`config.mk`:
```
export PLATFORM = sky130hd
export DESIGN_NAME = multitap_keypad_text_entry
export DESIGN_NICKNAME = d
export VERILOG_FILES = /design/src/rtl/mtkte_pkg.sv /design/src/rtl/mtkte_front.sv /design/src/rtl/mtkte_queue.sv /design/src/rtl/mtkte_back.sv /design/src/rtl/multitap_keypad_text_entry.sv
export SDC_FILE = /design/constraint.sdc
export NUM_CORES = 1
export LEC_CHECK = 0
export BUFFER_PORTS_ARGS = -buffer_cell sky130_fd_sc_hd__buf_2
export CORE_ASPECT_RATIO = 0.5
export CORE_MARGIN = 3
export CORE_UTILIZATION = 35
export CTS_CLUSTER_DIAMETER = 60
export CTS_CLUSTER_SIZE = 14
export DETAILED_ROUTE_END_ITERATION = 8
export HOLD_SLACK_MARGIN = 0.12
export SYNTH_ARGS = -nofsm -noshare
export SYNTH_HDL_FRONTEND = slang
export SYNTH_SLANG_ARGS = --single-unit
```
`constraint.sdc`:
```
create_clock -name clk -period 5.18 [get_ports clk]
set_input_delay 0.777 -clock clk [delete_from_list [all_inputs] [get_ports clk]]
set_output_delay 0.777 -clock clk [all_outputs]
set_load 0.01 [all_outputs]
```
`src/rtl/mtkte_pkg.sv`:
```
// Shared types, codes and key tables for the multi-tap keypad text entry block.
package mtkte_pkg;

  // Input commands
  localparam logic [1:0] CMD_TOUCH = 2'd0;
  localparam logic [1:0] CMD_TICK  = 2'd1;
  localparam logic [1:0] CMD_CAPS  = 2'd2;

  // Result event kinds
  localparam logic [1:0] EV_NONE  = 2'd0;
  localparam logic [1:0] EV_BACK  = 2'd1;
  localparam logic [1:0] EV_OK    = 2'd2;
  localparam logic [1:0] EV_CHAR  = 2'd3;

  // Classified operations passed from front to back
  localparam logic [2:0] OP_NOP   = 3'd0;
  localparam logic [2:0] OP_TICK  = 3'd1;
  localparam logic [2:0] OP_CAPS  = 3'd2;
  localparam logic [2:0] OP_BACK  = 3'd3;
  localparam logic [2:0] OP_OK    = 3'd4;
  localparam logic [2:0] OP_DIGIT = 3'd5;

  // Configuration register indexes
  localparam logic CFG_MAX_LENGTH = 1'b0;
  localparam logic CFG_WAIT_TICKS = 1'b1;

  localparam logic [7:0]  DEFAULT_LIMIT      = 8'd64;
  localparam logic [7:0]  RESET_MAX_LENGTH   = 8'd0;
  localparam logic [15:0] RESET_WAIT_TICKS   = 16'd3000;

  // Keypad geometry
  localparam logic [8:0] GRID_LEFT   = 9'd4;
  localparam logic [8:0] GRID_TOP    = 9'd28;
  localparam logic [8:0] GRID_RIGHT  = 9'd198;  // left + 3 * pitch - gap
  localparam logic [8:0] GRID_BOTTOM = 9'd200;  // top + 4 * pitch - gap
  localparam logic [8:0] PITCH_X     = 9'd66;
  localparam logic [8:0] PITCH_Y     = 9'd44;
  localparam logic [8:0] KEY_WIDTH   = 9'd62;
  localparam logic [8:0] KEY_HEIGHT  = 9'd40;

  localparam logic [3:0] KEY_BACK = 4'd10;
  localparam logic [3:0] KEY_OK   = 4'd11;

  typedef struct packed {
    logic [1:0] command;
    logic [8:0] touch_x;
    logic [8:0] touch_y;
    logic [7:0] text_length;
  } item_t;

  typedef struct packed {
    logic [1:0] event_kind;
    logic [6:0] char_code;
    logic       remove_last;
    logic       append_char;
    logic       expired;
  } result_t;

  typedef struct packed {
    logic [2:0] op;
    logic [3:0] key;
    logic [7:0] text_length;
  } op_t;

  // Key at grid slot row * 3 + col
  function automatic logic [3:0] grid_key(input logic [3:0] slot);
    logic [3:0] k;
    case (slot)
      4'd0:    k = 4'd1;
      4'd1:    k = 4'd2;
      4'd2:    k = 4'd3;
      4'd3:    k = 4'd4;
      4'd4:    k = 4'd5;
      4'd5:    k = 4'd6;
      4'd6:    k = 4'd7;
      4'd7:    k = 4'd8;
      4'd8:    k = 4'd9;
      4'd9:    k = KEY_BACK;
      4'd10:   k = 4'd0;
      default: k = KEY_OK;
    endcase
    return k;
  endfunction

  // Number of characters on a digit key, its own digit included
  function automatic logic [3:0] key_len(input logic [3:0] key);
    logic [3:0] n;
    case (key) inside
      4'd1:         n = 4'd8;
      4'd7, 4'd9:   n = 4'd5;
      default:      n = 4'd4;
    endcase
    return n;
  endfunction

  // Character at a position of a digit key (letters in lower case)
  function automatic logic [7:0] key_letter(input logic [3:0] key, input logic [2:0] pos);
    logic [7:0] c;
    c = "0";
    case (key)
      4'd0: case (pos)
        3'd0: c = " "; 3'd1: c = "_"; 3'd2: c = "+"; default: c = "0";
      endcase
      4'd1: case (pos)
        3'd0: c = "."; 3'd1: c = ","; 3'd2: c = "?"; 3'd3: c = "!";
        3'd4: c = "/"; 3'd5: c = "-"; 3'd6: c = "_"; default: c = "1";
      endcase
      4'd2: case (pos)
        3'd0: c = "a"; 3'd1: c = "b"; 3'd2: c = "c"; default: c = "2";
      endcase
      4'd3: case (pos)
        3'd0: c = "d"; 3'd1: c = "e"; 3'd2: c = "f"; default: c = "3";
      endcase
      4'd4: case (pos)
        3'd0: c = "g"; 3'd1: c = "h"; 3'd2: c = "i"; default: c = "4";
      endcase
      4'd5: case (pos)
        3'd0: c = "j"; 3'd1: c = "k"; 3'd2: c = "l"; default: c = "5";
      endcase
      4'd6: case (pos)
        3'd0: c = "m"; 3'd1: c = "n"; 3'd2: c = "o"; default: c = "6";
      endcase
      4'd7: case (pos)
        3'd0: c = "p"; 3'd1: c = "q"; 3'd2: c = "r"; 3'd3: c = "s"; default: c = "7";
      endcase
      4'd8: case (pos)
        3'd0: c = "t"; 3'd1: c = "u"; 3'd2: c = "v"; default: c = "8";
      endcase
      default: case (pos)
        3'd0: c = "w"; 3'd1: c = "x"; 3'd2: c = "y"; 3'd3: c = "z"; default: c = "9";
      endcase
    endcase
    return c;
  endfunction

endpackage

```
`src/rtl/mtkte_front.sv`:
```
// Front end: maps an input item to a classified operation and a key.
module mtkte_front (
  input  mtkte_pkg::item_t item,
  output mtkte_pkg::op_t   op
);
  import mtkte_pkg::*;

  logic       in_grid;
  logic [8:0] xr;
  logic [8:0] yr;
  logic [1:0] col;
  logic [1:0] row;
  logic [8:0] off_x;
  logic [8:0] off_y;
  logic       in_key;
  logic [3:0] slot;
  logic [3:0] key;

  always_comb begin
    in_grid = (item.touch_x >= GRID_LEFT) && (item.touch_x < GRID_RIGHT) &&
              (item.touch_y >= GRID_TOP) && (item.touch_y < GRID_BOTTOM);
    xr = item.touch_x - GRID_LEFT;
    yr = item.touch_y - GRID_TOP;

    if (xr >= 9'(2 * PITCH_X)) begin
      col   = 2'd2;
      off_x = xr - 9'(2 * PITCH_X);
    end else if (xr >= PITCH_X) begin
      col   = 2'd1;
      off_x = xr - PITCH_X;
    end else begin
      col   = 2'd0;
      off_x = xr;
    end

    if (yr >= 9'(3 * PITCH_Y)) begin
      row   = 2'd3;
      off_y = yr - 9'(3 * PITCH_Y);
    end else if (yr >= 9'(2 * PITCH_Y)) begin
      row   = 2'd2;
      off_y = yr - 9'(2 * PITCH_Y);
    end else if (yr >= PITCH_Y) begin
      row   = 2'd1;
      off_y = yr - PITCH_Y;
    end else begin
      row   = 2'd0;
      off_y = yr;
    end

    // drop touches that land in a gap between keys
    in_key = in_grid && (off_x < KEY_WIDTH) && (off_y < KEY_HEIGHT);
    slot   = 4'({2'b00, row} * 4'd3) + {2'b00, col};
    key    = grid_key(slot);

    op.key         = key;
    op.text_length = item.text_length;
    unique case (item.command)
      CMD_TICK:  op.op = OP_TICK;
      CMD_CAPS:  op.op = OP_CAPS;
      CMD_TOUCH: begin
        if (!in_key)
          op.op = OP_NOP;
        else if (key == KEY_BACK)
          op.op = OP_BACK;
        else if (key == KEY_OK)
          op.op = OP_OK;
        else
          op.op = OP_DIGIT;
      end
      default:   op.op = OP_NOP;
    endcase
  end

endmodule

```
`src/rtl/mtkte_queue.sv`:
```
// Short FIFO of classified operations between front and back.
module mtkte_queue #(
  parameter int DEPTH = 2
) (
  input  logic           clk,
  input  logic           rst,
  input  logic           push,
  input  mtkte_pkg::op_t push_data,
  output logic           full,
  input  logic           pop,
  output logic           not_empty,
  output mtkte_pkg::op_t pop_data
);
  import mtkte_pkg::*;

  localparam int              PtrW    = (DEPTH > 1) ? $clog2(DEPTH) : 1;
  localparam int              CntW    = $clog2(DEPTH + 1);
  localparam logic [PtrW-1:0] LastIdx = PtrW'(DEPTH - 1);

  op_t             mem [DEPTH];
  logic [PtrW-1:0] wr_ptr;
  logic [PtrW-1:0] rd_ptr;
  logic [CntW-1:0] count;

  assign full      = (count == CntW'(DEPTH));
  assign not_empty = (count != '0);
  assign pop_data  = mem[rd_ptr];

  always_ff @(posedge clk) begin
    if (push) begin
      mem[wr_ptr] <= push_data;
    end
  end

  // wrap the pointers at the last entry
  always_ff @(posedge clk) begin
    if (rst) begin
      wr_ptr <= '0;
      rd_ptr <= '0;
      count  <= '0;
    end else begin
      if (push) wr_ptr <= (wr_ptr == LastIdx) ? '0 : wr_ptr + 1'b1;
      if (pop)  rd_ptr <= (rd_ptr == LastIdx) ? '0 : rd_ptr + 1'b1;
      if (push && !pop)
        count <= count + 1'b1;
      else if (pop && !push)
        count <= count - 1'b1;
    end
  end

endmodule

```
`src/rtl/mtkte_back.sv`:
```
// Back end: pending key state, caps mode, configuration and result register.
module mtkte_back (
  input  logic               clk,
  input  logic               rst,
  input  logic               op_valid,
  input  mtkte_pkg::op_t     op,
  output logic               op_take,
  input  logic               cfg_write,
  input  logic               cfg_index,
  input  logic [15:0]        cfg_data,
  output logic               result_valid,
  input  logic               result_ready,
  output mtkte_pkg::result_t result
);
  import mtkte_pkg::*;

  logic [7:0]  max_length;
  logic [15:0] wait_ticks;

  logic        pending_valid;
  logic [3:0]  pending_key_code;
  logic [2:0]  pending_position;
  logic [15:0] pending_age;
  logic        caps_mode;

  logic        pending_valid_next;
  logic [3:0]  pending_key_code_next;
  logic [2:0]  pending_position_next;
  logic [15:0] pending_age_next;
  logic        caps_mode_next;
  result_t     result_next;

  logic        active;
  logic        same;
  logic [7:0]  limit;
  logic [15:0] age_inc;
  logic [3:0]  pos_inc;
  logic [7:0]  after;
  logic [7:0]  ch;

  assign op_take = op_valid && (!result_valid || result_ready);

  always_comb begin
    pending_valid_next    = pending_valid;
    pending_key_code_next = pending_key_code;
    pending_position_next = pending_position;
    pending_age_next      = pending_age;
    caps_mode_next        = caps_mode;
    result_next           = '0;

    active  = pending_valid && (pending_age < wait_ticks);
    same    = active && (pending_key_code == op.key);
    limit   = (max_length != 8'd0) ? max_length : DEFAULT_LIMIT;
    age_inc = (pending_age == 16'hFFFF) ? pending_age : pending_age + 16'd1;
    pos_inc = {1'b0, pending_position} + 4'd1;
    after   = op.text_length;
    ch      = 8'd0;

    unique case (op.op) inside
      OP_TICK: begin
        pending_age_next = age_inc;
        if (pending_valid && !(age_inc < wait_ticks)) begin
          pending_valid_next    = 1'b0;
          pending_key_code_next = 4'd0;
          pending_position_next = 3'd0;
          pending_age_next      = 16'd0;
          result_next.expired   = 1'b1;
        end
      end
      OP_CAPS: caps_mode_next = !caps_mode;
      OP_BACK, OP_OK: begin
        pending_valid_next    = 1'b0;
        pending_key_code_next = 4'd0;
        pending_position_next = 3'd0;
        pending_age_next      = 16'd0;
        if (op.op == OP_BACK) begin
          result_next.event_kind  = EV_BACK;
          result_next.remove_last = (op.text_length != 8'd0);
        end else begin
          result_next.event_kind = EV_OK;
        end
      end
      OP_DIGIT: begin
        if (same || (op.text_length < limit)) begin
          if (same) begin
            pending_position_next = (pos_inc == key_len(op.key)) ? 3'd0 : pos_inc[2:0];
            if (op.text_length != 8'd0) begin
              result_next.remove_last = 1'b1;
              after = op.text_length - 8'd1;
            end
          end else begin
            pending_valid_next    = 1'b1;
            pending_key_code_next = op.key;
            pending_position_next = 3'd0;
          end
          pending_age_next = 16'd0;
          ch = key_letter(op.key, pending_position_next);
          if (caps_mode && (ch >= "a") && (ch <= "z"))
            ch = ch - 8'd32;
          result_next.event_kind  = EV_CHAR;
          result_next.char_code   = ch[6:0];
          result_next.append_char = (after < limit);
        end
      end
      default: ;
    endcase
  end

  always_ff @(posedge clk) begin
    if (rst) begin
      max_length <= RESET_MAX_LENGTH;
      wait_ticks <= RESET_WAIT_TICKS;
    end else if (cfg_write) begin
      case (cfg_index)
        CFG_MAX_LENGTH: max_length <= cfg_data[7:0];
        default:        wait_ticks <= cfg_data;
      endcase
    end
  end

  always_ff @(posedge clk) begin
    if (rst) begin
      pending_valid    <= 1'b0;
      pending_key_code <= 4'd0;
      pending_position <= 3'd0;
      pending_age      <= 16'd0;
      caps_mode        <= 1'b0;
      result_valid     <= 1'b0;
    end else begin
      if (op_take) begin
        pending_valid    <= pending_valid_next;
        pending_key_code <= pending_key_code_next;
        pending_position <= pending_position_next;
        pending_age      <= pending_age_next;
        caps_mode        <= caps_mode_next;
        result_valid     <= 1'b1;
      end else if (result_ready) begin
        result_valid <= 1'b0;
      end
    end
  end

  always_ff @(posedge clk) begin
    if (op_take) begin
      result <= result_next;
    end
  end

endmodule

```
`src/rtl/multitap_keypad_text_entry.sv`:
```
// Top level of the multi-tap keypad text entry block.
//
//   channel  | handshake                  | payload
//   ---------+----------------------------+----------------------------
//   item     | item_valid / item_ready    | item   (item_t)
//   result   | result_valid / result_ready| result (result_t)
//   cfg      | cfg_valid / cfg_ready      | cfg_index, cfg_data
//
// One item per clock is sustained while result_ready stays high; each item
// passes through the queue and then the result register before its result shows.
// The queue of QUEUE_DEPTH entries lets the front keep taking transfers while
// the result register stalls; item_ready drops only when the queue is full.
// Reset (rst, synchronous) empties the queue, clears the pending key and caps
// mode, and loads the register defaults. cfg_ready is always high.
module multitap_keypad_text_entry #(
  parameter int QUEUE_DEPTH = 2
) (
  input  logic               clk,
  input  logic               rst,
  input  logic               item_valid,
  output logic               item_ready,
  input  mtkte_pkg::item_t   item,
  output logic               result_valid,
  input  logic               result_ready,
  output mtkte_pkg::result_t result,
  input  logic               cfg_valid,
  output logic               cfg_ready,
  input  logic               cfg_index,
  input  logic [15:0]        cfg_data
);
  import mtkte_pkg::*;

  op_t  front_op;
  op_t  queue_op;
  logic queue_full;
  logic queue_not_empty;
  logic op_take;

  assign item_ready = !queue_full;
  assign cfg_ready  = 1'b1;

  mtkte_front u_front (
    .item (item),
    .op   (front_op)
  );

  mtkte_queue #(
    .DEPTH (QUEUE_DEPTH)
  ) u_queue (
    .clk       (clk),
    .rst       (rst),
    .push      (item_valid && item_ready),
    .push_data (front_op),
    .full      (queue_full),
    .pop       (op_take),
    .not_empty (queue_not_empty),
    .pop_data  (queue_op)
  );

  mtkte_back u_back (
    .clk          (clk),
    .rst          (rst),
    .op_valid     (queue_not_empty),
    .op           (queue_op),
    .op_take      (op_take),
    .cfg_write    (cfg_valid && cfg_ready),
    .cfg_index    (cfg_index),
    .cfg_data     (cfg_data),
    .result_valid (result_valid),
    .result_ready (result_ready),
    .result       (result)
  );

endmodule
```
==> qor_table.md, run 1 <==
| Item | Reported |
|---|---|
| Total grt overflow | 0 |
| Largest fanout on the critical path | 7 |
| Post-synthesis instance total | 866 |
| Relative slew margins | 33.5% |
| Clock Tree Buf Depth | 2 |
| H-tree depth | 3 |
| Weighted congestion at the end of routability-driven global placement | 0.894 |
| Part of the Yosys area used for sequential elements | 31.6% |
| Clock-pin slew on the worst setup and hold paths | 0.07 ns |
| Synth async-reset ratio | 0% |
| Total routing usage reported by global routing | 15.4% |
| Gate family responsible for the most delay along the worst path | adder cells |
| Required time of the critical path | 5.34 ns |
| Run status | complete, no violations |
| Compound-cell area share of the yosys netlist | 21.6% |
| Routed WL | 17800 um |
| Hold WC Path Type | reg2reg |
| Fin crit share | 88.9% |
| Fraction of the mapped netlist area in adder cells | 11.8% |
| Number of input and output port buffers inserted | 63 |
| Half-perimeter wire length after placement | 13700 um |
| Setup slack after layout | 0.576 ns |
| Crit path launch type | primary input |
| Number of search-and-repair iterations in the first detailed-routing pass | 7 |
| Via density | 5.42 |
| Power density over the cells | 347 nW/um^2 |
| Fmax | 0.217 GHz |
| Max_cap viols | 0 |
| Average size of a mapped cell | 8.63 sq um |
| Routed vias | 6488 |
| Cells traversed along the worst timing path | buf_2 -> inv_1 -> ha_1 -> inv_1 -> ha_1 -> a21boi_0 -> nand3_1 -> a21oi_2 -> o21a_1 -> ha_1 -> ha_1 -> inv_1 -> fa_1 -> o21a_1 -> a21oi_1 -> nand3_1 -> or3_1 -> o32ai_1 |
| Initial antenna violation count | 2 |
| Clock root buffer master | sky130_fd_sc_hd__clkbuf_16 |
| Critical path start-end classification | in2reg |
| Setup violation total in the final timing report | 0 |
| Max stage delay cell, worst path | sky130_fd_sc_hd__fa_1 |
| Number of cells upsized or downsized after cts | 0 |
| Clock latency on the worst-skew pair | 0.36 ns |
| EDFF count, synth | 42 |
| Dominant combinational cell family by area after synthesis | compound AO/OA/AOI/OAI gates |
| Worst path most repeated cell | sky130_fd_sc_hd__ha_1 |
| Mux contribution to synthesized area | 5.11% |
| Fraction of final layout cells sized beyond drive strength 1 | 13.4% |
| DRC violations left | 0 |
| Final-layout setup total negative slack | 0 ns |
| Post-synthesis to final-layout area growth | 11.7% |
| Post-Synth Simple-Gate Area | 19.2% |
| Flops & latches, synth | 97 |
| # IOs | 65 |
| Global-route wire length before repair | 29000 um |
| Number of buffers and inverters on the critical path | 4 |
| NumNets Final | 1037 |
| Measured slew at the worst slew-check pin | 0.995 ns |
| Cell leakage power | 0.00341 uW |
| TritonCTS clock tree | yes |
| Number of clock buffers inserted by TritonCTS | 9 |
| Quantity of hold-fixing buffers added after cts | 0 |
| Worst EP arrival | 4.76 ns |
| Cell row count | 37 |
| Largest clock skew in the final design | 0.0110 ns |
| Initial cell density of the core | 36.0% |
| Syn. warnings | 0 |
| Total count of max-transition violations in the final report | 0 |
| Iteration-0 DRC count of the detailed router | 579 |
| Die area | 23200 sq um |
| Count of endpoints failing hold in the final timing report | 0 |
| Die Wd | 213 um |
| CP endpoint kind | flip-flop |
| Number of distinct library cells after synthesis | 89 |
| Post-Syn Nets | 986 |
| Die Span Y | 109 um |
| Post-DRT Antenna Nets | 0 |
| Setup bufs post-CTS | 0 |
| Maximum number of pins on one net before global-route repair | 32 |
| Primary FF master, synth | sky130_fd_sc_hd__dfxtp_1 |
| Final worst path period need | 4.60 ns |
| Mapped Area | 7470 sq um |
| Routed wirelength normalized by instance count | 14.9 um |
| RSZ-0062 raised after global routing | false |
| Post-Place Worst Slack | 0.225 ns |
| Xor/xnor share of the synthesized area | 5.49% |
| Via count of the first global-routing pass | 5908 |
| Worst ir drop on vdd | 0.187 mV |
| Area inside the core boundary | 20700 sq um |
| Sink count of the clock tree | 97 |
| Critical path's largest stage delay | 0.47 ns |
-- power breakdown --
part | internal [uW] | switching [uW]
logic | 454 | 760
clock network | 342 | 332
registers | 946 | 59.7
total | 1740 | 1150
-- worst paths after layout --
check                              end  slack, ns  depth (start not counted)            startpoint
setup / recovery    u_queue.mem[0][13]       0.58                         18              item[10]
hold / removal    u_back.wait_ticks[2]       0.45                          2  u_back.wait_ticks[2]
setup reg to reg      u_back.result[1]       1.02                         14             flip-flop
hold reg to reg   u_back.wait_ticks[2]       0.45                          2  u_back.wait_ticks[2]
-- cells in the final DEF (no fill, tap or decap), types with 6 or more instances in the layout --
master                       n
sky130_fd_sc_hd__nand2_1    88
sky130_fd_sc_hd__nand4_1    15
sky130_fd_sc_hd__dfxtp_1    55
sky130_fd_sc_hd__xor2_1     16
sky130_fd_sc_hd__inv_1      52
sky130_fd_sc_hd__o21ai_0    35
sky130_fd_sc_hd__ha_1       69
sky130_fd_sc_hd__nor2_1     70
sky130_fd_sc_hd__nand3_1    34
sky130_fd_sc_hd__o211ai_1   13
sky130_fd_sc_hd__a21oi_1    57
sky130_fd_sc_hd__o21ai_1    13
sky130_fd_sc_hd__nor2b_1     6
sky130_fd_sc_hd__clkbuf_16   9
sky130_fd_sc_hd__a21o_1     14
sky130_fd_sc_hd__buf_2      63
sky130_fd_sc_hd__buf_4      11
sky130_fd_sc_hd__or3_1       6
sky130_fd_sc_hd__edfxtp_1   42
sky130_fd_sc_hd__mux2i_1    22
sky130_fd_sc_hd__nand2b_1    9
sky130_fd_sc_hd__a22o_1     17
sky130_fd_sc_hd__nor3_1     27
sky130_fd_sc_hd__and3_1      9
sky130_fd_sc_hd__a31oi_1     8
sky130_fd_sc_hd__mux2_2      7
sky130_fd_sc_hd__xnor2_1    24
-- metal layers --
metal  share of wire (%)  global-route usage, %  vias up
li1                    -                      -     3286
met1                  46                   20.4     3007
met2                  47                   25.8      166
met3                 5.0                   2.91       27
met4                 1.8                   4.41        2
met5               0.073                      0        -
-- synthesized netlist by cell type, drive strengths merged (24+ instances only) --
| library cell | count | share of area, % |
|---|---|---|
| nand2 | 88 | 4.4 |
| nor2 | 71 | 3.6 |
| ha | 69 | 12 |
| a21oi | 59 | 4.2 |
| inv | 56 | 2.8 |
| dfxtp | 55 | 15 |
| o21ai | 50 | 3.5 |
| edfxtp | 42 | 17 |
| nand3 | 34 | 2.3 |
| nor3 | 28 | 1.9 |
| xnor2 | 25 | 3.0 |
| mux2i | 24 | 3.6 |
-- cells by family after synthesis --
group	Yosys count
XOR/XNOR	43
flip-flops	97
buffers and inverters	91
multiplexers	34
other	1
AND/OR/NAND/NOR	297
AO/OA/AOI/OAI	233
adder cells (fa/ha/maj)	70
-- area by class of cell --
type,count,area [sq um]
diodes,1,2.50
clock buffers,9,225
clock inverters,7,68.8
fillers,2099,12400
inverters,57,214
multi-input cells,678,4730
flip-flops and latches,97,2360
well taps,273,342
repair buffers,74,398
-- sequential cells by signal (all words and copies together) (netlist names), named ones only --
register	count
u_queue.mem	30
u_back.pending_age	16
u_back.wait_ticks	16
u_back.result	12
u_back.max_length	8
u_back.pending_key_code	4
u_back.pending_position	3
u_queue.count	2
u_back.caps_mode	1
u_back.pending_valid	1
u_back.result_valid	1
u_queue.rd_ptr	1
u_queue.wr_ptr	1
-- worst register-to-register path: stages, from the launching register on --
cell                        delay [ns]
sky130_fd_sc_hd__dfxtp_1          0.45
sky130_fd_sc_hd__buf_4            0.36
sky130_fd_sc_hd__mux2i_1          0.56
sky130_fd_sc_hd__inv_1            0.17
sky130_fd_sc_hd__nor4_1           0.34
sky130_fd_sc_hd__nand4_1          0.38
sky130_fd_sc_hd__and2_1           0.29
sky130_fd_sc_hd__a22o_1           0.24
sky130_fd_sc_hd__ha_1             0.31
sky130_fd_sc_hd__a21o_1           0.18
sky130_fd_sc_hd__a21oi_1          0.15
sky130_fd_sc_hd__nor2b_1          0.07
sky130_fd_sc_hd__a2111oi_2        0.28
sky130_fd_sc_hd__o21ai_0          0.15
sky130_fd_sc_hd__o21ai_1          0.10
-- through the flow --
step | std cells | utilization, % | power (uW) | instance area [sq um] | hold slack [ns]
3_5_place_dp | 1179 | 38.8 | 2230 | 8040 | 0.447
4_1_cts | 1195 | 40.2 | 2910 | 8340 | 0.457
5_1_grt | 1196 | 40.2 | 3100 | 8340 | 0.476
3_3_place_gp | 1179 | 38.8 | 2200 | 8040 | 0.446
2_1_floorplan | 866 | - | 1920 | 7470 | 0.436
6_report | 1196 | 40.2 | 2890 | 8340 | 0.453
Power figures use the tool's default switching activity.
==> inputs of run 2 (changes only) <==
RECOVER_POWER = 25   (was default)
==> qor_table.md, run 2 (same netlist as run 1, synthesis figures left out) <==
| Item | Reported | Change |
|---|---|---|
| Run status | finished, violations left |  |
| Violated checks | max-capacitance violations, max-slew violations |  |
| Worst path most repeated cell | sky130_fd_sc_hd__ha_1 |  |
| RSZ-0062 raised after global routing | false |  |
| Cell row count | 37 | unchanged |
| Worst ir drop on vdd | 0.187 mV | -0.27% |
| Post-synthesis to final-layout area growth | 11.4% |  |
| # IOs | 65 | unchanged |
| Area after DPL | 8040 sq um | unchanged |
| TritonCTS clock tree | yes |  |
| Clock latency on the worst-skew pair | 0.36 ns | about the same |
| Max stage delay cell, worst path | sky130_fd_sc_hd__fa_1 |  |
| Most common cell after layout, fill and taps aside | sky130_fd_sc_hd__nand2_1 |  |
| Iteration-0 DRC count of the detailed router | 583 | +0.69% |
| Via count of the first global-routing pass | 5908 | unchanged |
| Number of buffers and inverters on the critical path | 4 | unchanged |
| Area inside the core boundary | 20700 sq um | unchanged |
| Required time of the critical path | 5.34 ns | about the same |
| Maximum number of pins on one net before global-route repair | 32 | unchanged |
| Total count of max-transition violations in the final report | 31 | +31 |
| Registers with the most flip-flops | u_queue.mem: 30 flops, u_back.pending_age: 16 flops, u_back.wait_ticks: 16 flops |  |
| Critical path start-end classification | in2reg |  |
| Fill count | 2106 | +0.33% |
| Most frequent cells in the layout | 88 x sky130_fd_sc_hd__nand2_1, 70 x sky130_fd_sc_hd__nor2_1, 69 x sky130_fd_sc_hd__ha_1 |  |
| Global-route wire length before repair | 29000 um | unchanged |
| Largest clock skew in the final design | 0.0112 ns | +0.000265 ns |
| Fmax | 0.217 GHz | about the same |
| Initial cell density of the core | 36.0% | unchanged |
| Number of input and output port buffers inserted | 63 | unchanged |
| Flip-flop count of the largest register after layout | 30 | unchanged |
| Number of cells upsized or downsized after cts | 0 | unchanged |
| Hold WC Path Type | reg2reg |  |
| Setup violation total in the final timing report | 0 | unchanged |
| Worst EP arrival | 4.76 ns | about the same |
| Total grt overflow | 0 | unchanged |
| Max_cap viols | 1 | +1 |
| Number of clock buffers inserted by TritonCTS | 9 | unchanged |
| Clock root buffer master | sky130_fd_sc_hd__clkbuf_16 |  |
| Largest fanout on the critical path | 7 | unchanged |
| Via density | 5.43 | +0.11% |
| Die Wd | 213 um | unchanged |
| Quantity of hold-fixing buffers added after cts | 0 | unchanged |
| Die Span Y | 109 um | unchanged |
| Fraction of final layout cells sized beyond drive strength 1 | 11.9% | -1.5 points |
| Final worst path period need | 4.60 ns | -0.000123 ns |
| Post-DRT Antenna Nets | 0 | unchanged |
| Number of search-and-repair iterations in the first detailed-routing pass | 5 | -2 |
| Total routing usage reported by global routing | 15.4% | unchanged |
| NumNets Final | 1037 | unchanged |
| Setup bufs post-CTS | 0 | unchanged |
| Count of endpoints failing hold in the final timing report | 0 | unchanged |
| Final-layout setup total negative slack | 0 ns | unchanged |
| Clock-pin slew on the worst setup and hold paths | 0.07 ns | about the same |
| Cell leakage power | 0.00336 uW | -1.2% |
| Critical path's largest stage delay | 0.47 ns | about the same |
| Measured slew at the worst slew-check pin | 1.50 ns | +0.508 ns |
| Power density over the cells | 347 nW/um^2 | about the same |
| Routed WL | 17800 um | about the same |
| Half-perimeter wire length after placement | 13700 um | unchanged |
| Weighted congestion at the end of routability-driven global placement | 0.894 | unchanged |
| H-tree depth | 3 | unchanged |
| Initial antenna violation count | 2 | unchanged |
| Die area | 23200 sq um | unchanged |
| Routed vias | 6495 | +0.11% |
| Power consumption | 2890 uW | -0.20% |
| Largest register by flop count | u_queue.mem |  |
| Relative slew margins | -0.166% | -34 points |
| Routed wirelength normalized by instance count | 14.9 um | about the same |
| Cells traversed along the worst timing path | buf_2 -> inv_1 -> ha_1 -> inv_1 -> ha_1 -> a21boi_0 -> nand3_1 -> a21oi_2 -> o21a_1 -> ha_1 -> ha_1 -> inv_1 -> fa_1 -> o21a_1 -> a21oi_1 -> nand3_1 -> or3_1 -> o32ai_1 |  |
| Sink count of the clock tree | 97 | unchanged |
| Clock Tree Buf Depth | 2 | unchanged |
| CP endpoint kind | flip-flop |  |
| DRC violations left | 0 | unchanged |
| Non-filler cells, final | 1196 | unchanged |
| Layout Cell Area excl Fill | 8320 sq um | -0.21% |
| Fin crit share | 88.9% | about the same |
| Count of placed standard cells including taps | 1179 | unchanged |
| Gate family responsible for the most delay along the worst path | adder cells |  |
| Crit path launch type | primary input |  |
## run 2: where the power goes
| group | switching, uW | leakage [uW] | internal (uW) |
|---|---|---|---|
| combinational | 759 | 0.00237 | 448 |
| clock | 332 | 0.000146 | 342 |
| sequential | 60.3 | 0.000848 | 946 |
| total | 1150 | 0.00336 | 1740 |
## run 2: layout make-up
| class | instances | area (sq um) | share of cell area [%] |
|---|---|---|---|
| clock buffers | 9 | 225 | 2.71 |
| flip-flops and latches | 97 | 2360 | 28.4 |
| clock inverters | 7 | 68.8 | 0.827 |
| multi-input cells | 678 | 4730 | 56.8 |
| repair buffers | 74 | 380 | 4.57 |
| well taps | 273 | 342 | 4.10 |
| diodes | 1 | 2.50 | 0.0301 |
| inverters | 57 | 214 | 2.57 |
## run 2: final timing paths
check / startpoint / to / slack (ns) / cells past startpoint
worst max-delay path: item[10] / u_queue.mem[0][13] / 0.58 / 18
worst min-delay path: u_back.wait_ticks[2] / u_back.wait_ticks[2] / 0.45 / 2
worst min register to register: u_back.wait_ticks[2] / u_back.wait_ticks[2] / 0.45 / 2
worst max register to register: flip-flop / u_back.result[1] / 1.01 / 14
## run 2: worst reg2reg max path, cell delays in order, from the launching register on
cell	delay, ns
sky130_fd_sc_hd__dfxtp_1	0.45
sky130_fd_sc_hd__buf_4	0.36
sky130_fd_sc_hd__mux2i_1	0.56
sky130_fd_sc_hd__inv_1	0.17
sky130_fd_sc_hd__nor4_1	0.34
sky130_fd_sc_hd__nand4_1	0.38
sky130_fd_sc_hd__and2_1	0.29
sky130_fd_sc_hd__a22o_1	0.24
sky130_fd_sc_hd__ha_1	0.31
sky130_fd_sc_hd__a21o_1	0.18
sky130_fd_sc_hd__a21oi_1	0.15
sky130_fd_sc_hd__nor2b_1	0.07
sky130_fd_sc_hd__a2111oi_2	0.28
sky130_fd_sc_hd__o21ai_0	0.15
sky130_fd_sc_hd__o21ai_1	0.10
## run 2: stage by stage
step / hold WS, ns / util, % / setup WS [ns]
finish: 0.453 / 40.1 / 0.576
global route: 0.476 / 40.1 / 0.225
CTS: 0.457 / 40.2 / 0.592
detailed placement: 0.447 / 38.8 / 0.225
global placement: 0.446 / 38.8 / 0.348
floorplan: 0.436 / - / 0.503
## run 2: routing by layer
layer  vias up  part of all wire, %  global-route usage, %
met1      3019                   47                   20.4
li1       3282                    -                      -
met3        29                  4.8                   2.91
met2       163                   47                   25.8
met5         -                0.073                      0
met4         2                  1.9                   4.41
==> inputs of run 3 (changes only) <==
CELL_PAD_IN_SITES_DETAIL_PLACEMENT = 1   (was default)
CELL_PAD_IN_SITES_GLOBAL_PLACEMENT = 2   (was default)
CTS_BUF_LIST = sky130_fd_sc_hd__clkbuf_16   (was default)
PLACE_DENSITY_LB_ADDON = 0.1   (was default)
==> qor_table.md, run 3 (same netlist as run 1, synthesis figures left out) <==
| Item | Reported | Change |
|---|---|---|
| Layout Cell Area excl Fill | 8340 sq um | +0.17% |
| Via density | 5.45 | +0.29% |
| Critical path start-end classification | in2reg |  |
| Initial antenna violation count | 0 | -2 |
| Sink count of the clock tree | 97 | unchanged |
| Largest clock skew in the final design | 0.00900 ns | -0.00221 ns |
| Area after DPL | 8060 sq um | +0.19% |
| Total count of max-transition violations in the final report | 32 | +3.2% |
| Number of input and output port buffers inserted | 63 | unchanged |
| Crit path launch type | primary input |  |
| NumNets Final | 1039 | +0.19% |
| Number of search-and-repair iterations in the first detailed-routing pass | 4 | -1 |
| RSZ-0062 raised after global routing | false |  |
| DRC violations left | 0 | unchanged |
| Registers with the most flip-flops | u_queue.mem: 30 flops, u_back.pending_age: 16 flops, u_back.wait_ticks: 16 flops |  |
| Clock Tree Buf Depth | 2 | unchanged |
| Required time of the critical path | 5.34 ns | about the same |
| Run status | finished, violations left |  |
| Flip-flop count of the largest register after layout | 30 | unchanged |
| Clock root buffer master | sky130_fd_sc_hd__clkbuf_16 |  |
| Setup bufs post-CTS | 0 | unchanged |
| Power density over the cells | 354 nW/um^2 | +2.1% |
| Initial cell density of the core | 36.0% | unchanged |
| Maximum number of pins on one net before global-route repair | 32 | unchanged |
| Utilization after layout | 40.2% | +0.066 points |
| Via count of the first global-routing pass | 6657 | +13% |
| Most common cell after layout, fill and taps aside | sky130_fd_sc_hd__nand2_1 |  |
| Half-perimeter wire length after placement | 16200 um | +18% |
| # IOs | 65 | unchanged |
| Cell leakage power | 0.00339 uW | +0.72% |
| Final-layout setup total negative slack | 0 ns | unchanged |
| CP endpoint kind | flip-flop |  |
| Largest fanout on the critical path | 9 | +2 |
| Worst ir drop on vdd | 0.184 mV | -1.5% |
| Global-route wire length before repair | 34400 um | +18% |
| Die Wd | 213 um | unchanged |
| Routed WL | 20700 um | +16% |
| Quantity of hold-fixing buffers added after cts | 0 | unchanged |
| Fmax | 0.215 GHz | -1.1% |
| Largest register by flop count | u_queue.mem |  |
| Post-DRT Antenna Nets | 0 | unchanged |
| Hold WC Path Type | reg2reg |  |
| Violated checks | max-capacitance violations, max-slew violations |  |
| Die Span Y | 109 um | unchanged |
| TritonCTS clock tree | yes |  |
| H-tree depth | 3 | unchanged |
| Worst EP arrival | 4.82 ns | +0.06 ns |
| Launching point of the worst reg2reg path | u_back.pending_age[0] |  |
| Power consumption | 2950 uW | +2.2% |
| Routed vias | 6519 | +0.37% |
| Measured slew at the worst slew-check pin | 1.80 ns | +0.293 ns |
| Weighted congestion at the end of routability-driven global placement | 0.824 | -7.9% |
| Post-synthesis to final-layout area growth | 11.6% |  |
| Count of endpoints failing hold in the final timing report | 0 | unchanged |
| Cell row count | 37 | unchanged |
| CP startpoint | item[10] |  |
| Setup violation total in the final timing report | 0 | unchanged |
| Die area | 23200 sq um | unchanged |
| Max_cap viols | 1 | unchanged |
| Final worst path period need | 4.65 ns | +0.0503 ns |
| Area inside the core boundary | 20700 sq um | unchanged |
| Most frequent cells in the layout | 88 x sky130_fd_sc_hd__nand2_1, 70 x sky130_fd_sc_hd__nor2_1, 69 x sky130_fd_sc_hd__ha_1 |  |
| Number of cells upsized or downsized after cts | 0 | unchanged |
| Total grt overflow | 0 | unchanged |
| Clock-pin slew on the worst setup and hold paths | 0.07 ns | about the same |
| Routed wirelength normalized by instance count | 17.3 um | +16% |
| Fin crit share | 89.9% | +0.97 points |
| Iteration-0 DRC count of the detailed router | 318 | -45% |
| Fraction of final layout cells sized beyond drive strength 1 | 12.3% | +0.41 points |
| Clock latency on the worst-skew pair | 0.36 ns | about the same |
| Total routing usage reported by global routing | 18.6% | +3.2 points |
| Number of clock buffers inserted by TritonCTS | 9 | unchanged |
| Hold_sp | u_back.wait_ticks[6] |  |
| Antenna diode count | 0 | -1 |
| Relative slew margins | -19.7% | -20 points |
[run 3: worst max-delay path: stages]
cell	delay, ns
sky130_fd_sc_hd__buf_2	0.14
sky130_fd_sc_hd__ha_1	0.34
sky130_fd_sc_hd__xor2_4	0.32
sky130_fd_sc_hd__inv_2	0.11
sky130_fd_sc_hd__ha_1	0.21
sky130_fd_sc_hd__a21boi_0	0.28
sky130_fd_sc_hd__nand3_1	0.18
sky130_fd_sc_hd__a21oi_2	0.25
sky130_fd_sc_hd__o21a_1	0.15
sky130_fd_sc_hd__ha_1	0.23
sky130_fd_sc_hd__ha_1	0.20
sky130_fd_sc_hd__inv_1	0.07
sky130_fd_sc_hd__fa_1	0.47
sky130_fd_sc_hd__o21a_1	0.13
sky130_fd_sc_hd__a21oi_1	0.25
sky130_fd_sc_hd__nand3_1	0.14
sky130_fd_sc_hd__or3_1	0.31
sky130_fd_sc_hd__o32ai_1	0.27
[run 3: routing by layer]
| layer | GRT usage (%) | vias up | wire [um] |
|---|---|---|---|
| li1 | - | 3300 | - |
| met1 | 25.0 | 3130 | 10400 |
| met2 | 31.6 | 72 | 9500 |
| met3 | 3.48 | 17 | 597 |
| met4 | 3.94 | 0 | 231 |
| met5 | 0 | - | 0 |
[run 3: area by class of cell]
| class | instances | area, sq um |
|---|---|---|
| clock inverter | 7 | 71.3 |
| inverter | 57 | 214 |
| tap | 273 | 342 |
| clock buffer | 9 | 225 |
| multi-input combinational | 678 | 4730 |
| sequential | 97 | 2360 |
| timing repair buffer | 76 | 394 |
| fill | 2476 | 12400 |
[run 3: stage by stage]
stage / std cells / hold slack [ns] / worst slack, ns
floorplan: 866 / 0.436 / 0.503
global placement: 1181 / 0.445 / 0.252
detailed placement: 1181 / 0.452 / 0.121
CTS: 1197 / 0.462 / 0.506
global route: 1197 / 0.474 / 0.162
finish: 1197 / 0.458 / 0.526
[run 3: final timing paths]
path	endpoint	depth (start not counted)	slack, ns
setup / recovery	u_queue.mem[1][13]	18	0.53
hold / removal	u_back.wait_ticks[6]	2	0.46
setup reg to reg	u_back.pending_age[10]	16	0.90
hold reg to reg	u_back.wait_ticks[6]	2	0.46
[run 3: where the power goes]
| part | internal (uW) | switching, uW | total (uW) |
|---|---|---|---|
| sequential | 948 | 57.1 | 1010 |
| combinational | 461 | 796 | 1260 |
| clock | 376 | 314 | 690 |
| total | 1780 | 1170 | 2950 |
